--- config.mk ---
export PLATFORM = sky130hd
export DESIGN_NAME = edge_period_rpm_meter_top
export DESIGN_NICKNAME = d
export VERILOG_FILES = /design/src/sv/eprm_pkg.sv /design/src/sv/eprm_fifo.sv /design/src/sv/eprm_front.sv /design/src/sv/eprm_back.sv /design/src/sv/edge_period_rpm_meter_top.sv
export SDC_FILE = /design/constraint.sdc
export NUM_CORES = 1
export LEC_CHECK = 0
export ABC_CLOCK_PERIOD_IN_PS = 7500
export BUFFER_PORTS_ARGS = -buffer_cell sky130_fd_sc_hd__buf_2
export CORE_ASPECT_RATIO = 0.6
export CORE_MARGIN = 2
export CORE_UTILIZATION = 60
export CTS_CLUSTER_DIAMETER = 150
export DETAILED_ROUTE_END_ITERATION = 16
export GPL_TIMING_DRIVEN = 0
export PLACE_DENSITY = 0.78
export SYNTH_ARGS = -nofsm -noshare
export SYNTH_HDL_FRONTEND = slang
export SYNTH_SLANG_ARGS = --single-unit
--- constraint.sdc ---
create_clock -name clock -period 7.5 [get_ports clock]
set_input_delay 1.125 -clock clock [delete_from_list [all_inputs] [get_ports clock]]
set_output_delay 1.125 -clock clock [all_outputs]
set_load 0.005 [all_outputs]
--- src/sv/eprm_pkg.sv ---
`timescale 1ns / 1ps
package eprm_pkg;

   // defaults for the top-level parameters
   localparam int COUNT_WIDTH_DEF      = 32;
   localparam int TICKS_PER_SECOND_DEF = 1000000;
   localparam int HZ_TO_RPM_DEF        = 60;

   // fixed field widths
   localparam int RPM_W        = 26;
   localparam int PERIOD_OUT_W = 32;
   localparam int MAXP_W       = 32;
   localparam int CSR_IDX_W    = 2;
   localparam int CSR_DATA_W   = 32;

   localparam logic [MAXP_W-1:0] MAX_PERIOD_RST = MAXP_W'(1000000);

   // register indexes
   localparam logic [CSR_IDX_W-1:0] CSR_ENABLED    = 2'd0;
   localparam logic [CSR_IDX_W-1:0] CSR_EDGE_MODE  = 2'd1;
   localparam logic [CSR_IDX_W-1:0] CSR_MAX_PERIOD = 2'd2;

   // edge modes
   localparam logic [1:0] MODE_LOW    = 2'd0;
   localparam logic [1:0] MODE_CHANGE = 2'd1;
   localparam logic [1:0] MODE_RISE   = 2'd2;
   localparam logic [1:0] MODE_FALL   = 2'd3;

   // commands from front to back
   localparam logic [1:0] OP_KEEP    = 2'd0;
   localparam logic [1:0] OP_DROP    = 2'd1;
   localparam logic [1:0] OP_MEASURE = 2'd2;

   localparam int FIFO_DEPTH = 2;

   typedef struct packed {
      logic [1:0] op;
      logic       time_ok;
   } cmd_ctl_type;

   localparam int CTL_W = $bits(cmd_ctl_type);

endpackage

--- src/sv/eprm_fifo.sv ---
`timescale 1ns / 1ps
module eprm_fifo
   import eprm_pkg::*;
#(
   parameter int WIDTH = 35
) (
   input  logic             clock,
   input  logic             reset,
   input  logic             push,
   input  logic [WIDTH-1:0] push_data,
   output logic             full,
   input  logic             pop,
   output logic             not_empty,
   output logic [WIDTH-1:0] pop_data
);

   localparam int PTR_W = (FIFO_DEPTH > 1) ? $clog2(FIFO_DEPTH) : 1;
   localparam int CNT_W = $clog2(FIFO_DEPTH + 1);

   logic [WIDTH-1:0] mem [FIFO_DEPTH];
   logic [PTR_W-1:0] wr_ptr_ff, wr_ptr_in;
   logic [PTR_W-1:0] rd_ptr_ff, rd_ptr_in;
   logic [CNT_W-1:0] count_ff, count_in;
   logic             do_push, do_pop;

   assign full      = (count_ff == CNT_W'(FIFO_DEPTH));
   assign not_empty = (count_ff != '0);
   assign do_push   = push && !full;
   assign do_pop    = pop && not_empty;
   assign pop_data  = mem[rd_ptr_ff];

   always_comb begin
      wr_ptr_in = wr_ptr_ff;
      rd_ptr_in = rd_ptr_ff;
      count_in  = count_ff;
      if (do_push) begin
         wr_ptr_in = (wr_ptr_ff == PTR_W'(FIFO_DEPTH - 1)) ? '0 : wr_ptr_ff + 1'b1;
      end
      if (do_pop) begin
         rd_ptr_in = (rd_ptr_ff == PTR_W'(FIFO_DEPTH - 1)) ? '0 : rd_ptr_ff + 1'b1;
      end
      if (do_push && !do_pop) begin
         count_in = count_ff + 1'b1;
      end else if (do_pop && !do_push) begin
         count_in = count_ff - 1'b1;
      end
   end

   always_ff @(posedge clock) begin
      if (reset) begin
         wr_ptr_ff <= '0;
         rd_ptr_ff <= '0;
         count_ff  <= '0;
      end else begin
         wr_ptr_ff <= wr_ptr_in;
         rd_ptr_ff <= rd_ptr_in;
         count_ff  <= count_in;
      end
   end

   always_ff @(posedge clock) begin
      if (do_push) begin
         mem[wr_ptr_ff] <= push_data;
      end
   end

endmodule

--- src/sv/eprm_front.sv ---
`timescale 1ns / 1ps
module eprm_front
   import eprm_pkg::*;
#(
   parameter int COUNT_WIDTH = COUNT_WIDTH_DEF
) (
   input  logic                   clock,
   input  logic                   reset,
   input  logic                   csr_wr_en,
   input  logic [CSR_IDX_W-1:0]   csr_index,
   input  logic [CSR_DATA_W-1:0]  csr_wdata,
   input  logic                   req_valid,
   output logic                   req_ready,
   input  logic                   req_pin_level,
   input  logic                   req_restart,
   input  logic                   cmd_full,
   output logic                   cmd_push,
   output cmd_ctl_type            cmd_ctl,
   output logic [COUNT_WIDTH-1:0] cmd_period
);

   localparam int CMP_W = (COUNT_WIDTH > MAXP_W) ? COUNT_WIDTH : MAXP_W;

   logic                   enabled_ff, enabled_in;
   logic [1:0]             edge_mode_ff, edge_mode_in;
   logic [MAXP_W-1:0]      max_period_ff, max_period_in;
   logic                   last_pin_ff;
   logic                   have_ref_ff, have_ref_in;
   logic [COUNT_WIDTH-1:0] elapsed_ff, elapsed_in;
   logic [COUNT_WIDTH-1:0] elapsed_inc;
   logic                   edge_hit;

   assign req_ready = !cmd_full;
   assign cmd_push  = req_valid && req_ready;

   // config writes
   always_comb begin
      enabled_in    = enabled_ff;
      edge_mode_in  = edge_mode_ff;
      max_period_in = max_period_ff;
      if (csr_wr_en) begin
         unique case (csr_index)
            CSR_ENABLED:    enabled_in = csr_wdata[0];
            CSR_EDGE_MODE:  if (!enabled_ff) edge_mode_in = csr_wdata[1:0];
            CSR_MAX_PERIOD: max_period_in = csr_wdata[MAXP_W-1:0];
            default:        ;
         endcase
      end
   end

   always_comb begin
      unique case (edge_mode_ff)
         MODE_LOW:    edge_hit = !req_pin_level;
         MODE_CHANGE: edge_hit = req_pin_level != last_pin_ff;
         MODE_RISE:   edge_hit = req_pin_level && !last_pin_ff;
         MODE_FALL:   edge_hit = !req_pin_level && last_pin_ff;
         default:     edge_hit = 1'b0;
      endcase
   end

   // saturating tick counter
   assign elapsed_inc = (&elapsed_ff) ? elapsed_ff : elapsed_ff + 1'b1;

   always_comb begin
      elapsed_in  = elapsed_inc;
      have_ref_in = have_ref_ff;
      cmd_ctl.op  = OP_KEEP;
      if (req_restart) begin
         elapsed_in  = '0;
         have_ref_in = 1'b1;
         cmd_ctl.op  = OP_DROP;
      end else if (enabled_ff && edge_hit) begin
         elapsed_in  = '0;
         have_ref_in = 1'b1;
         cmd_ctl.op  = (have_ref_ff && !(&elapsed_inc)) ? OP_MEASURE : OP_DROP;
      end
      cmd_ctl.time_ok = CMP_W'(elapsed_in) < CMP_W'(max_period_ff);
   end

   assign cmd_period = elapsed_inc;

   always_ff @(posedge clock) begin
      if (reset) begin
         enabled_ff    <= 1'b0;
         edge_mode_ff  <= MODE_RISE;
         max_period_ff <= MAX_PERIOD_RST;
         last_pin_ff   <= 1'b0;
         have_ref_ff   <= 1'b0;
         elapsed_ff    <= '0;
      end else begin
         enabled_ff    <= enabled_in;
         edge_mode_ff  <= edge_mode_in;
         max_period_ff <= max_period_in;
         if (cmd_push) begin
            last_pin_ff <= req_pin_level;
            have_ref_ff <= have_ref_in;
            elapsed_ff  <= elapsed_in;
         end
      end
   end

endmodule

--- src/sv/eprm_back.sv ---
`timescale 1ns / 1ps
module eprm_back
   import eprm_pkg::*;
#(
   parameter int COUNT_WIDTH      = COUNT_WIDTH_DEF,
   parameter int TICKS_PER_SECOND = TICKS_PER_SECOND_DEF,
   parameter int HZ_TO_RPM        = HZ_TO_RPM_DEF
) (
   input  logic                    clock,
   input  logic                    reset,
   input  logic                    cmd_valid,
   input  cmd_ctl_type             cmd_ctl,
   input  logic [COUNT_WIDTH-1:0]  cmd_period,
   output logic                    cmd_pop,
   output logic                    rsp_valid,
   input  logic                    rsp_ready,
   output logic [RPM_W-1:0]        rsp_rpm,
   output logic                    rsp_rpm_valid,
   output logic [PERIOD_OUT_W-1:0] rsp_period_ticks
);

   localparam int QUOT_W = $clog2(TICKS_PER_SECOND + 1);
   localparam int REM_W  = ((COUNT_WIDTH > QUOT_W) ? COUNT_WIDTH : QUOT_W) + 1;
   localparam int DCNT_W = $clog2(QUOT_W + 1);
   localparam int PROD_W = QUOT_W + $clog2(HZ_TO_RPM + 1);
   localparam int SAT_W  = (PROD_W > RPM_W) ? PROD_W : RPM_W;
   localparam logic [QUOT_W-1:0] DIVIDEND = QUOT_W'(TICKS_PER_SECOND);

   localparam logic [2:0] S_IDLE = 3'd0;
   localparam logic [2:0] S_DIV  = 3'd1;
   localparam logic [2:0] S_MUL  = 3'd2;
   localparam logic [2:0] S_SAT  = 3'd3;
   localparam logic [2:0] S_OUT  = 3'd4;

   logic [2:0]              state_ff, state_in;
   logic                    time_ok_ff, time_ok_in;
   logic [COUNT_WIDTH-1:0]  period_ff, period_in;
   logic [REM_W-1:0]        rem_ff, rem_in;
   logic [QUOT_W-1:0]       quot_ff, quot_in;
   logic [DCNT_W-1:0]       div_cnt_ff, div_cnt_in;
   logic [PROD_W-1:0]       prod_ff, prod_in;
   logic [COUNT_WIDTH-1:0]  meas_period_ff, meas_period_in;
   logic                    period_known_ff, period_known_in;
   logic [RPM_W-1:0]        rpm_value_ff, rpm_value_in;
   logic                    rsp_valid_ff, rsp_valid_in;
   logic [RPM_W-1:0]        rsp_rpm_ff, rsp_rpm_in;
   logic                    rsp_rpm_valid_ff, rsp_rpm_valid_in;
   logic [PERIOD_OUT_W-1:0] rsp_period_ff, rsp_period_in;
   logic [REM_W-1:0]        rem_shift;
   logic                    quot_bit;
   logic [SAT_W-1:0]        prod_ext;
   logic                    out_free;
   logic                    rd_valid;

   assign cmd_pop   = (state_ff == S_IDLE) && cmd_valid;
   assign out_free  = !rsp_valid_ff || rsp_ready;
   assign rem_shift = {rem_ff[REM_W-2:0], quot_ff[QUOT_W-1]};
   assign quot_bit  = rem_shift >= REM_W'(period_ff);
   assign prod_ext  = SAT_W'(prod_ff);
   assign rd_valid  = period_known_ff && time_ok_ff;

   always_comb begin
      state_in         = state_ff;
      time_ok_in       = time_ok_ff;
      period_in        = period_ff;
      rem_in           = rem_ff;
      quot_in          = quot_ff;
      div_cnt_in       = div_cnt_ff;
      prod_in          = prod_ff;
      meas_period_in   = meas_period_ff;
      period_known_in  = period_known_ff;
      rpm_value_in     = rpm_value_ff;
      rsp_valid_in     = rsp_valid_ff && !rsp_ready;
      rsp_rpm_in       = rsp_rpm_ff;
      rsp_rpm_valid_in = rsp_rpm_valid_ff;
      rsp_period_in    = rsp_period_ff;
      unique case (state_ff)
         S_IDLE: begin
            if (cmd_valid) begin
               time_ok_in = cmd_ctl.time_ok;
               state_in   = S_OUT;
               unique case (cmd_ctl.op)
                  OP_MEASURE: begin
                     period_in  = cmd_period;
                     rem_in     = '0;
                     quot_in    = DIVIDEND;
                     div_cnt_in = DCNT_W'(QUOT_W);
                     state_in   = S_DIV;
                  end
                  OP_DROP: begin
                     meas_period_in  = '0;
                     period_known_in = 1'b0;
                     rpm_value_in    = '0;
                  end
                  default: ;
               endcase
            end
         end
         // restoring division, one quotient bit per cycle
         S_DIV: begin
            rem_in     = quot_bit ? rem_shift - REM_W'(period_ff) : rem_shift;
            quot_in    = {quot_ff[QUOT_W-2:0], quot_bit};
            div_cnt_in = div_cnt_ff - 1'b1;
            if (div_cnt_ff == DCNT_W'(1)) begin
               state_in = S_MUL;
            end
         end
         S_MUL: begin
            prod_in  = PROD_W'(quot_ff) * PROD_W'(HZ_TO_RPM);
            state_in = S_SAT;
         end
         S_SAT: begin
            rpm_value_in    = (prod_ext > SAT_W'({RPM_W{1'b1}})) ? {RPM_W{1'b1}}
                                                                  : prod_ext[RPM_W-1:0];
            meas_period_in  = period_ff;
            period_known_in = 1'b1;
            state_in        = S_OUT;
         end
         S_OUT: begin
            if (out_free) begin
               rsp_valid_in     = 1'b1;
               rsp_rpm_valid_in = rd_valid;
               rsp_rpm_in       = rd_valid ? rpm_value_ff : '0;
               rsp_period_in    = PERIOD_OUT_W'(meas_period_ff);
               state_in         = S_IDLE;
            end
         end
         default: state_in = S_IDLE;
      endcase
   end

   always_ff @(posedge clock) begin
      if (reset) begin
         state_ff        <= S_IDLE;
         meas_period_ff  <= '0;
         period_known_ff <= 1'b0;
         rpm_value_ff    <= '0;
         rsp_valid_ff    <= 1'b0;
      end else begin
         state_ff        <= state_in;
         meas_period_ff  <= meas_period_in;
         period_known_ff <= period_known_in;
         rpm_value_ff    <= rpm_value_in;
         rsp_valid_ff    <= rsp_valid_in;
      end
   end

   always_ff @(posedge clock) begin
      time_ok_ff       <= time_ok_in;
      period_ff        <= period_in;
      rem_ff           <= rem_in;
      quot_ff          <= quot_in;
      div_cnt_ff       <= div_cnt_in;
      prod_ff          <= prod_in;
      rsp_rpm_ff       <= rsp_rpm_in;
      rsp_rpm_valid_ff <= rsp_rpm_valid_in;
      rsp_period_ff    <= rsp_period_in;
   end

   assign rsp_valid        = rsp_valid_ff;
   assign rsp_rpm          = rsp_rpm_ff;
   assign rsp_rpm_valid    = rsp_rpm_valid_ff;
   assign rsp_period_ticks = rsp_period_ff;

   // a known period is never zero, an unknown one leaves everything cleared
   a_known_nonzero: assert property (@(posedge clock) disable iff (reset)
      period_known_ff |-> meas_period_ff != '0)
      else $error("known period is zero");

   a_unknown_clear: assert property (@(posedge clock) disable iff (reset)
      !period_known_ff |-> (meas_period_ff == '0 && rpm_value_ff == '0))
      else $error("dropped period left residue");

   a_rpm_gated: assert property (@(posedge clock) disable iff (reset)
      rsp_valid_ff && !rsp_rpm_valid_ff |-> rsp_rpm_ff == '0)
      else $error("rpm shown while reading stale");

   a_div_count: assert property (@(posedge clock) disable iff (reset)
      state_ff == S_DIV |-> (div_cnt_ff != '0 && div_cnt_ff <= DCNT_W'(QUOT_W)))
      else $error("divider step count out of range");

endmodule

--- src/sv/edge_period_rpm_meter_top.sv ---
`timescale 1ns / 1ps
// Edge-period tachometer. Each req word is one tick of the sensor sample clock:
// req_pin_level is the sampled pin, req_restart restarts timing and drops the
// period. Every accepted req word yields exactly one rsp word, in order:
// rsp_period_ticks (last measured period, 0 if unknown), rsp_rpm =
// (TICKS_PER_SECOND / period) * HZ_TO_RPM saturated to 26 bits, and
// rsp_rpm_valid, low with no period or once the ticks since the last edge
// reach max_period (rsp_rpm is then 0).
// The front end tracks the pin and tick counter and accepts a word per cycle
// while its two-entry command queue has room. The back end answers ticks that
// measure nothing straight from idle via the output state; a measuring edge
// first runs a restoring divider, one quotient bit per cycle, then a multiply
// step and a saturate step. It takes the next queued word only once back in
// idle. An edge_mode write is ignored while the meter is enabled.
// A stalled rsp side holds the rsp register; the queue fills and req_ready
// drops until the rsp word is taken. csr writes take effect the next cycle.
// Synchronous reset clears the counter, reference and period, sets enabled=0,
// edge_mode=rising, max_period=1000000, and empties queue and output.
module edge_period_rpm_meter_top
   import eprm_pkg::*;
#(
   parameter int COUNT_WIDTH      = COUNT_WIDTH_DEF,
   parameter int TICKS_PER_SECOND = TICKS_PER_SECOND_DEF,
   parameter int HZ_TO_RPM        = HZ_TO_RPM_DEF
) (
   input  logic                    clock,
   input  logic                    reset,
   input  logic                    csr_wr_en,
   input  logic [CSR_IDX_W-1:0]    csr_index,
   input  logic [CSR_DATA_W-1:0]   csr_wdata,
   input  logic                    req_valid,
   output logic                    req_ready,
   input  logic                    req_pin_level,
   input  logic                    req_restart,
   output logic                    rsp_valid,
   input  logic                    rsp_ready,
   output logic [RPM_W-1:0]        rsp_rpm,
   output logic                    rsp_rpm_valid,
   output logic [PERIOD_OUT_W-1:0] rsp_period_ticks
);

   localparam int Q_W = CTL_W + COUNT_WIDTH;

   logic                   push, full, pop, not_empty;
   cmd_ctl_type            push_ctl, pop_ctl;
   logic [COUNT_WIDTH-1:0] push_period, pop_period;
   logic [Q_W-1:0]         pop_data;

   eprm_front #(
      .COUNT_WIDTH (COUNT_WIDTH)
   ) u_front (
      .clock         (clock),
      .reset         (reset),
      .csr_wr_en     (csr_wr_en),
      .csr_index     (csr_index),
      .csr_wdata     (csr_wdata),
      .req_valid     (req_valid),
      .req_ready     (req_ready),
      .req_pin_level (req_pin_level),
      .req_restart   (req_restart),
      .cmd_full      (full),
      .cmd_push      (push),
      .cmd_ctl       (push_ctl),
      .cmd_period    (push_period)
   );

   eprm_fifo #(
      .WIDTH (Q_W)
   ) u_queue (
      .clock     (clock),
      .reset     (reset),
      .push      (push),
      .push_data ({push_ctl, push_period}),
      .full      (full),
      .pop       (pop),
      .not_empty (not_empty),
      .pop_data  (pop_data)
   );

   assign pop_ctl    = pop_data[Q_W-1:COUNT_WIDTH];
   assign pop_period = pop_data[COUNT_WIDTH-1:0];

   eprm_back #(
      .COUNT_WIDTH      (COUNT_WIDTH),
      .TICKS_PER_SECOND (TICKS_PER_SECOND),
      .HZ_TO_RPM        (HZ_TO_RPM)
   ) u_back (
      .clock            (clock),
      .reset            (reset),
      .cmd_valid        (not_empty),
      .cmd_ctl          (pop_ctl),
      .cmd_period       (pop_period),
      .cmd_pop          (pop),
      .rsp_valid        (rsp_valid),
      .rsp_ready        (rsp_ready),
      .rsp_rpm          (rsp_rpm),
      .rsp_rpm_valid    (rsp_rpm_valid),
      .rsp_period_ticks (rsp_period_ticks)
   );

endmodule

# Word-level counts from Yosys, hierarchy flattened
# Memory sizes are Yosys's and may differ from the RTL's. A register that Yosys moved wholly into a read port is not among the register bits.
# Index checks and enable logic that the tools add are counted.
# word_totals
register_bits	309
latch_bits	0
mem_bits_rw	70
mem_bits_ro	0
in_bits	41
output_inout_bits	61
word_cells	140
n_memories	1
# mem_list
memory	words	width	rd	rd_clocked_by_memory_dff	wr	line	text
u_queue.mem	2	35	1	1	1	eprm_fifo.sv:20	logic [WIDTH-1:0] mem [FIFO_DEPTH];
# classes
addsub	7
mul	1
n_div	0
n_lt_le_gt_ge	3
eq_ne	19
shifts	0
mux	44
bitwise_logic	1
reduce_logical	41
# op_table
op	n
2-to-1 mux 32 bit	8
one-hot mux 32 bit (2 select lines)	2
2-to-1 mux 26 bit	3
AND reduction 32 bit	2
one-hot mux 26 bit (2 select lines)	1
2-to-1 mux 20 bit	2
one-hot mux 20 bit (2 select lines)	1
greater-or-equal comparator 33 x 32 -> 1 bit	1
adder 32 x 1 -> 32 bit, second input constant	1
< comparator 32 bit	1
subtractor 32 bit	1
> comparator 26 bit, second input constant	1
multiplier 20 x 4 -> 24 bit, second input constant	1
one-hot mux 3 bit (5 select lines)	1
AND reduction 3 bit	5
logical AND 1 bit	12
2-to-1 mux 1 bit	12
2-to-1 mux 3 bit	4
equality test 2 bit, second input constant	5
2-to-1 mux 2 bit	5
2-to-1 mux 5 bit	2
one-hot mux 5 bit (2 select lines)	1
AND reduction 2 bit	5
nonzero test 2 bit	5
19 further kinds	34

# Logic depth before layout (Yosys ltp)
# depth
word_depth	8
depth_mapped	18
mapped_depth_nobuf	17

# Modules after synthesis
# A second synthesis with hierarchy kept.
# unflattened
hier_cells	1859
area_unflattened_um2	19491.2
# modules_own_cells
module	instances	cells_per_inst	area_each_um2	seq_area_each_um2
eprm_back	1	1096	12071.6	6356.1
eprm_front	1	629	4683.2	1381.3
eprm_fifo	1	134	2736.4	2202.1

# Least setup slack after synthesis
# Ideal clock, no wire load.
# synth_path
path_kind	reg2reg
start	reg u_back.state_ff[1]
end	reg u_back.div_cnt_ff[0] (enable)
setup_ns	0.551
arrival_ns	4.926
required_time_ns	6.949
setup_slack_ns	2.023
stages_incl_launch_ff	5
period_less_slack_ns	5.477
cell_sequence	dfxtp_1 clkbuf_1 nor3_1 nand2b_1 o21ai_0
# synth_via
elab_chain_cells	3
word_cells_on_any_way	6
# synth_lines
item	line	text
from (decl)	eprm_back.sv:35	logic [2:0] state_ff, state_in;
from (signal assigned)	eprm_back.sv:140	state_ff <= state_in;
equality test 3 x 1 -> 1 bit / zero test 3 bit (equally long branches)	eprm_back.sv:77	unique case (state_ff)
nonzero test 2 bit (no line), or another cell as far along	n/a	
AND reduction 3 bit (no line) *	n/a	
to (signal assigned)	eprm_back.sv:153	div_cnt_ff <= div_cnt_in;
to (decl)	eprm_back.sv:40	logic [DCNT_W-1:0] div_cnt_ff, div_cnt_in;
# Every way passes the cells marked *; elsewhere a longest branch is shown, timed or not.
# A chain may end at the register's enable or synchronous reset.

==> qor_table.md <==
| Step | Metric | Value |
|:---|:---|:---|
| run status | Result of the run | complete, no violations |
| synth | Sequential area share after synthesis | 0.5279 |
| setup path | Cell with the largest stage delay on the worst path | sky130_fd_sc_hd__xnor2_1 |
| die | Effective utilization at floorplan | 0.6067 |
| timing | Total of endpoints with negative setup slack in the final report | 0 |
| timing | Max Freq | 214.4 MHz |
| timing | Final-report max-slew violation count | 0 |
| timing | Final clock period utilization by the worst path | 0.6218 |
| synth | Number of flops mapped to enable cells by yosys | 241 |
| placed design | IO Port Bufs | 98 |
| grt | Maximum number of pins on one net before global-route repair | 36 |
| clock tree | Clock root buffer | sky130_fd_sc_hd__clkbuf_16 |
| drt | Post-detailed-route count of antenna-violating nets | 0 |
| pwr | Overall Power | 7.265 mW |
| timing | Skew final | 0.02573 ns |
| placed design | HPWL reported at the end of detailed placement | 34,220 um |
| timing | Final-report hold violation count | 0 |
| die | Die outline area | 0.03286 sq mm |
| grt | Wire length of the first global-routing pass | 71,880 um |
| timing | Setup TNS Final | 0 ns |
| drt | First drt pass iteration count | 5 |
| synth | Mean cell area of the mapped netlist | 10.82 sq um |
| finish | Nets | 2,057 |
| setup path | Logic depth of the worst register-to-register path | 17 |
| setup path | Data required time of the worst path | 7.80 ns |
| finish | Layout overhead on the synthesized area | 12.17% |
| synth | Main area contributors after synthesis | sky130_fd_sc_hd__edfxtp_1, sky130_fd_sc_hd__dfxtp_1, sky130_fd_sc_hd__ha_1 |
| grt | Number of global-route vias before repair | 13,120 |
| finish | Share of post-route cells with drive strength above 1 | 0.1179 |
| pwr | Power Dens Cells | 344.0 mW/mm^2 |
| grt | Number of antenna violations at the first check in global routing | 1 |
| clock tree | Total of hold buffers inserted after clock tree synthesis | 0 |
| synth | Syn Std Cell Area | 0.01883 sq mm |
| drt | Average wire per cell in the routed design | 19.82 um |
| timing | RSZ-0062 raised after global routing | no |
| setup path | Critical path arrival | 4.97 ns |
| clock tree | Number of clock sinks seen by CTS | 376 |
| run | Maximum capacitance violations | 0 |
| clock tree | Post-CTS clock slew at the launch and capture registers of the worst setup and hold paths | 0.06 ns |
| timing | Max-slew headroom | 0.2423 |
| setup path | Worst setup path endpoint | u_queue.mem[1][32] |
| setup path | Worst flop-to-flop path startpoint | u_front.elapsed_ff[27] |
| finish | Count of non-filler cells in the finished layout | 2,328 |
| synth | Commonest cells in the synthesized netlist | sky130_fd_sc_hd__edfxtp_1, sky130_fd_sc_hd__nor2_1, sky130_fd_sc_hd__nand2_1 |
| die | Site row count | 50 |
| grt | GR Overflow Total | 0 |
| synth | Share of Yosys cell area claimed by the top area cell type | 0.3844 |
| clock tree | Post CTS Setup Buffer Count | 0 |
| clock tree | CTS tree | built |
| synth | Library cells used by synthesis | 75 |
| synth | Top-count cell post-synth | sky130_fd_sc_hd__edfxtp_1 |
| timing | Final critical delay including setup and external delays | 4.664 ns |
| synth | Synth Warn # | 0 |
| synth | Proportion of synthesized flip-flops having asynchronous set or reset | 0 |
| drt | Number of design rule violations left after detail routing | 0 |
| min path | Hold WC Path Type | flop to flop |
| setup path | Buffers plus inverters on the worst setup path | 1 |
| clock tree | Post-cts resize count | 0 |
| drt | Total wire length | 46,140 um |
| pwr | Leakage | 8.373 nW |
| die | Top-level port count | 102 |
| drt | Vias/cell | 5.880 |
| synth | Count of mapped cells out of synthesis | 1,740 |
| setup path | Highest cell delay on the worst timing path | 0.63 ns |
| drt | Initial detailed-routing violation count | 1,450 |
| clock tree | Num CTS Buffers | 36 |
| clock tree | Clock Tree Buf Depth | 3 |
| setup path | Library cell appearing most often on the critical path | sky130_fd_sc_hd__a21o_1 |
| setup path | Setup crit start kind | flop |
| timing | Worst hold slack after final layout | 0.4348 ns |
| setup path | CP startpoint | u_front.elapsed_ff[27] |
| drt | Vias post-DR | 13,690 |
| setup path | Worst-case register-to-register setup slack | 2.84 ns |
| die | Core box area | 0.03103 sq mm |
| setup path | Kind of cell adding the most delay to the critical path | compound AO/OA/AOI/OAI gates |
| pwr | Max VDD drop | 0.0002200 V |
| timing | Worst slew pin tran | 1.134 ns |
| synth | Count of state elements after synthesis | 376 |
| setup path | Largest driver fanout on the critical path | 10 |
| setup path | Crit path kind | flop to flop |
| setup path | End of the worst register-to-register path | u_queue.mem[1][32] |
| clock tree | H-tree levels | 2 |
| die | Die outline width | 232.7 um |
| setup path | Worst path cell trace | and4_1 > and4_1 > clkbuf_1 > a31oi_2 > nand3_1 > xnor2_1 > and2_1 > ha_1 > a21o_1 > a21o_1 > a21o_1 > a21o_1 > a21oi_1 > nor2b_1 > o21ai_0 > nand4_1 > o21ai_0 |
| setup path | Number of cells on the critical path | 17 |
| setup path | Type of element capturing the critical path | flop |
| grt | Total routing usage reported by global routing | 0.2836 |
| clock tree | Skew-Pair Late Insertion Delay | 0.55 ns |
| placed design | GP Congestion | 0.9306 |
| synth | Post-synthesis cell type with the largest combined area | sky130_fd_sc_hd__edfxtp_1 |
| synth | Primary FF master, synth | sky130_fd_sc_hd__edfxtp_1 |
| placed design | Cell Count Post-Placement | 2,260 |
| die | Die Span Y | 141.2 um |
cells in the final DEF (no fill, tap or decap), drive strengths merged, types with 5 or more instances in the layout:
cell and count:
nor3 19, xor2 20, o21ai 46, mux2 37
o21bai 5, and4 5, a211o 9, and2 30
and3 42, ha 96, dfxtp 135, fa 38
nand2b 12, inv 150, a211oi 7, a21o 31
nand3 33, clkbuf 108, xnor2 54, nand2 166
nand4 27, o21a 7, buf 117, nor2 178
mux2i 24, edfxtp 241, clkinv 10, a21oi 101
nor4 7, o211ai 7, a22oi 56, a31oi 12
a21boi 7, nor2b 9
metal layers:
layer | GRT usage | vias up | routed length (um) | part of all wire
li1 | - | 6443 | - | -
met1 | 0.4413 | 6584 | 21890 | 0.47
met2 | 0.3966 | 585 | 18910 | 0.41
met3 | 0.06129 | 76 | 4268 | 0.093
met4 | 0.08213 | 0 | 1066 | 0.023
met5 | 0 | - | 0 | 0
flip-flops by register name, indices dropped and copies added, names as in the netlist, 2 cells and up, named ones only:
signal	cells
u_queue.mem	70
u_back.meas_period_ff	32
u_back.period_ff	32
u_back.rem_ff	32
u_back.rsp_period_ticks	32
u_front.elapsed_ff	32
u_front.max_period_ff	32
u_back.prod_ext	24
u_back.rpm_value_ff	24
u_back.rsp_rpm	24
u_back.quot_ff	20
u_back.div_cnt_ff	5
u_back.state_ff	3
u_front.edge_mode_ff	2
u_queue.count_ff	2
worst min-delay path by stage:
stage	startpoint	end	slack (ns)	cells past startpoint
after floorplan	u_back.meas_period_ff[0]	u_back.rsp_period_ticks[0]	0.41	0
after global placement	u_back.meas_period_ff[5]	u_back.rsp_period_ticks[5]	0.42	0
after detailed placement	u_back.meas_period_ff[26]	u_back.rsp_period_ticks[26]	0.42	0
after CTS	u_back.meas_period_ff[22]	u_back.rsp_period_ticks[22]	0.44	0
after global routing	u_back.meas_period_ff[25]	u_back.rsp_period_ticks[25]	0.45	0
final	u_back.meas_period_ff[25]	u_back.rsp_period_ticks[25]	0.43	0
stage by stage:
stage                       util  setup WS, ns  cell area [sq um]
after detailed placement  0.6440         2.402              19980
after global placement    0.6394       -0.3557              19840
final                     0.6806         2.836              21120
after floorplan                -         2.023              18830
after global routing      0.6804         2.636              21110
after CTS                 0.6803         2.918              21110
power breakdown:
part / switching (mW) / leakage [nW] / internal (mW) / total, mW
Combinational: 1.64 / 4.51 / 1.10 / 2.75
Clock: 0.784 / 0.539 / 0.992 / 1.78
Sequential: 0.118 / 3.32 / 2.63 / 2.74
Total: 2.55 / 8.37 / 4.72 / 7.27
logic make-up (layout without fill, tap and decap cells):
family          after synthesis  in the layout  share of synthesized area
simple gates                547            547                     0.1370
fa+ha+maj                   134            134                     0.1042
buf+inv                     222            390                    0.04552
compound gates              324            324                     0.1146
xor+xnor                     74             74                    0.03443
other cells                   1              5                  0.0001992
mux                          62             62                    0.03609
flops                       376            376                     0.5279
final cells by class:
cell class | instances | area [sq um]
Sequential cell | 376 | 9940
Timing Repair Buffer | 103 | 593.1
Multi-Input combinational cell | 1143 | 8071
Clock inverter | 16 | 148.9
Tap cell | 416 | 520.5
Buffer | 73 | 297.8
Antenna cell | 3 | 7.507
Fill cell | 2328 | 9912
Inverter | 149 | 559.3
Clock buffer | 49 | 979.7
Power figures use the tool's default switching activity.
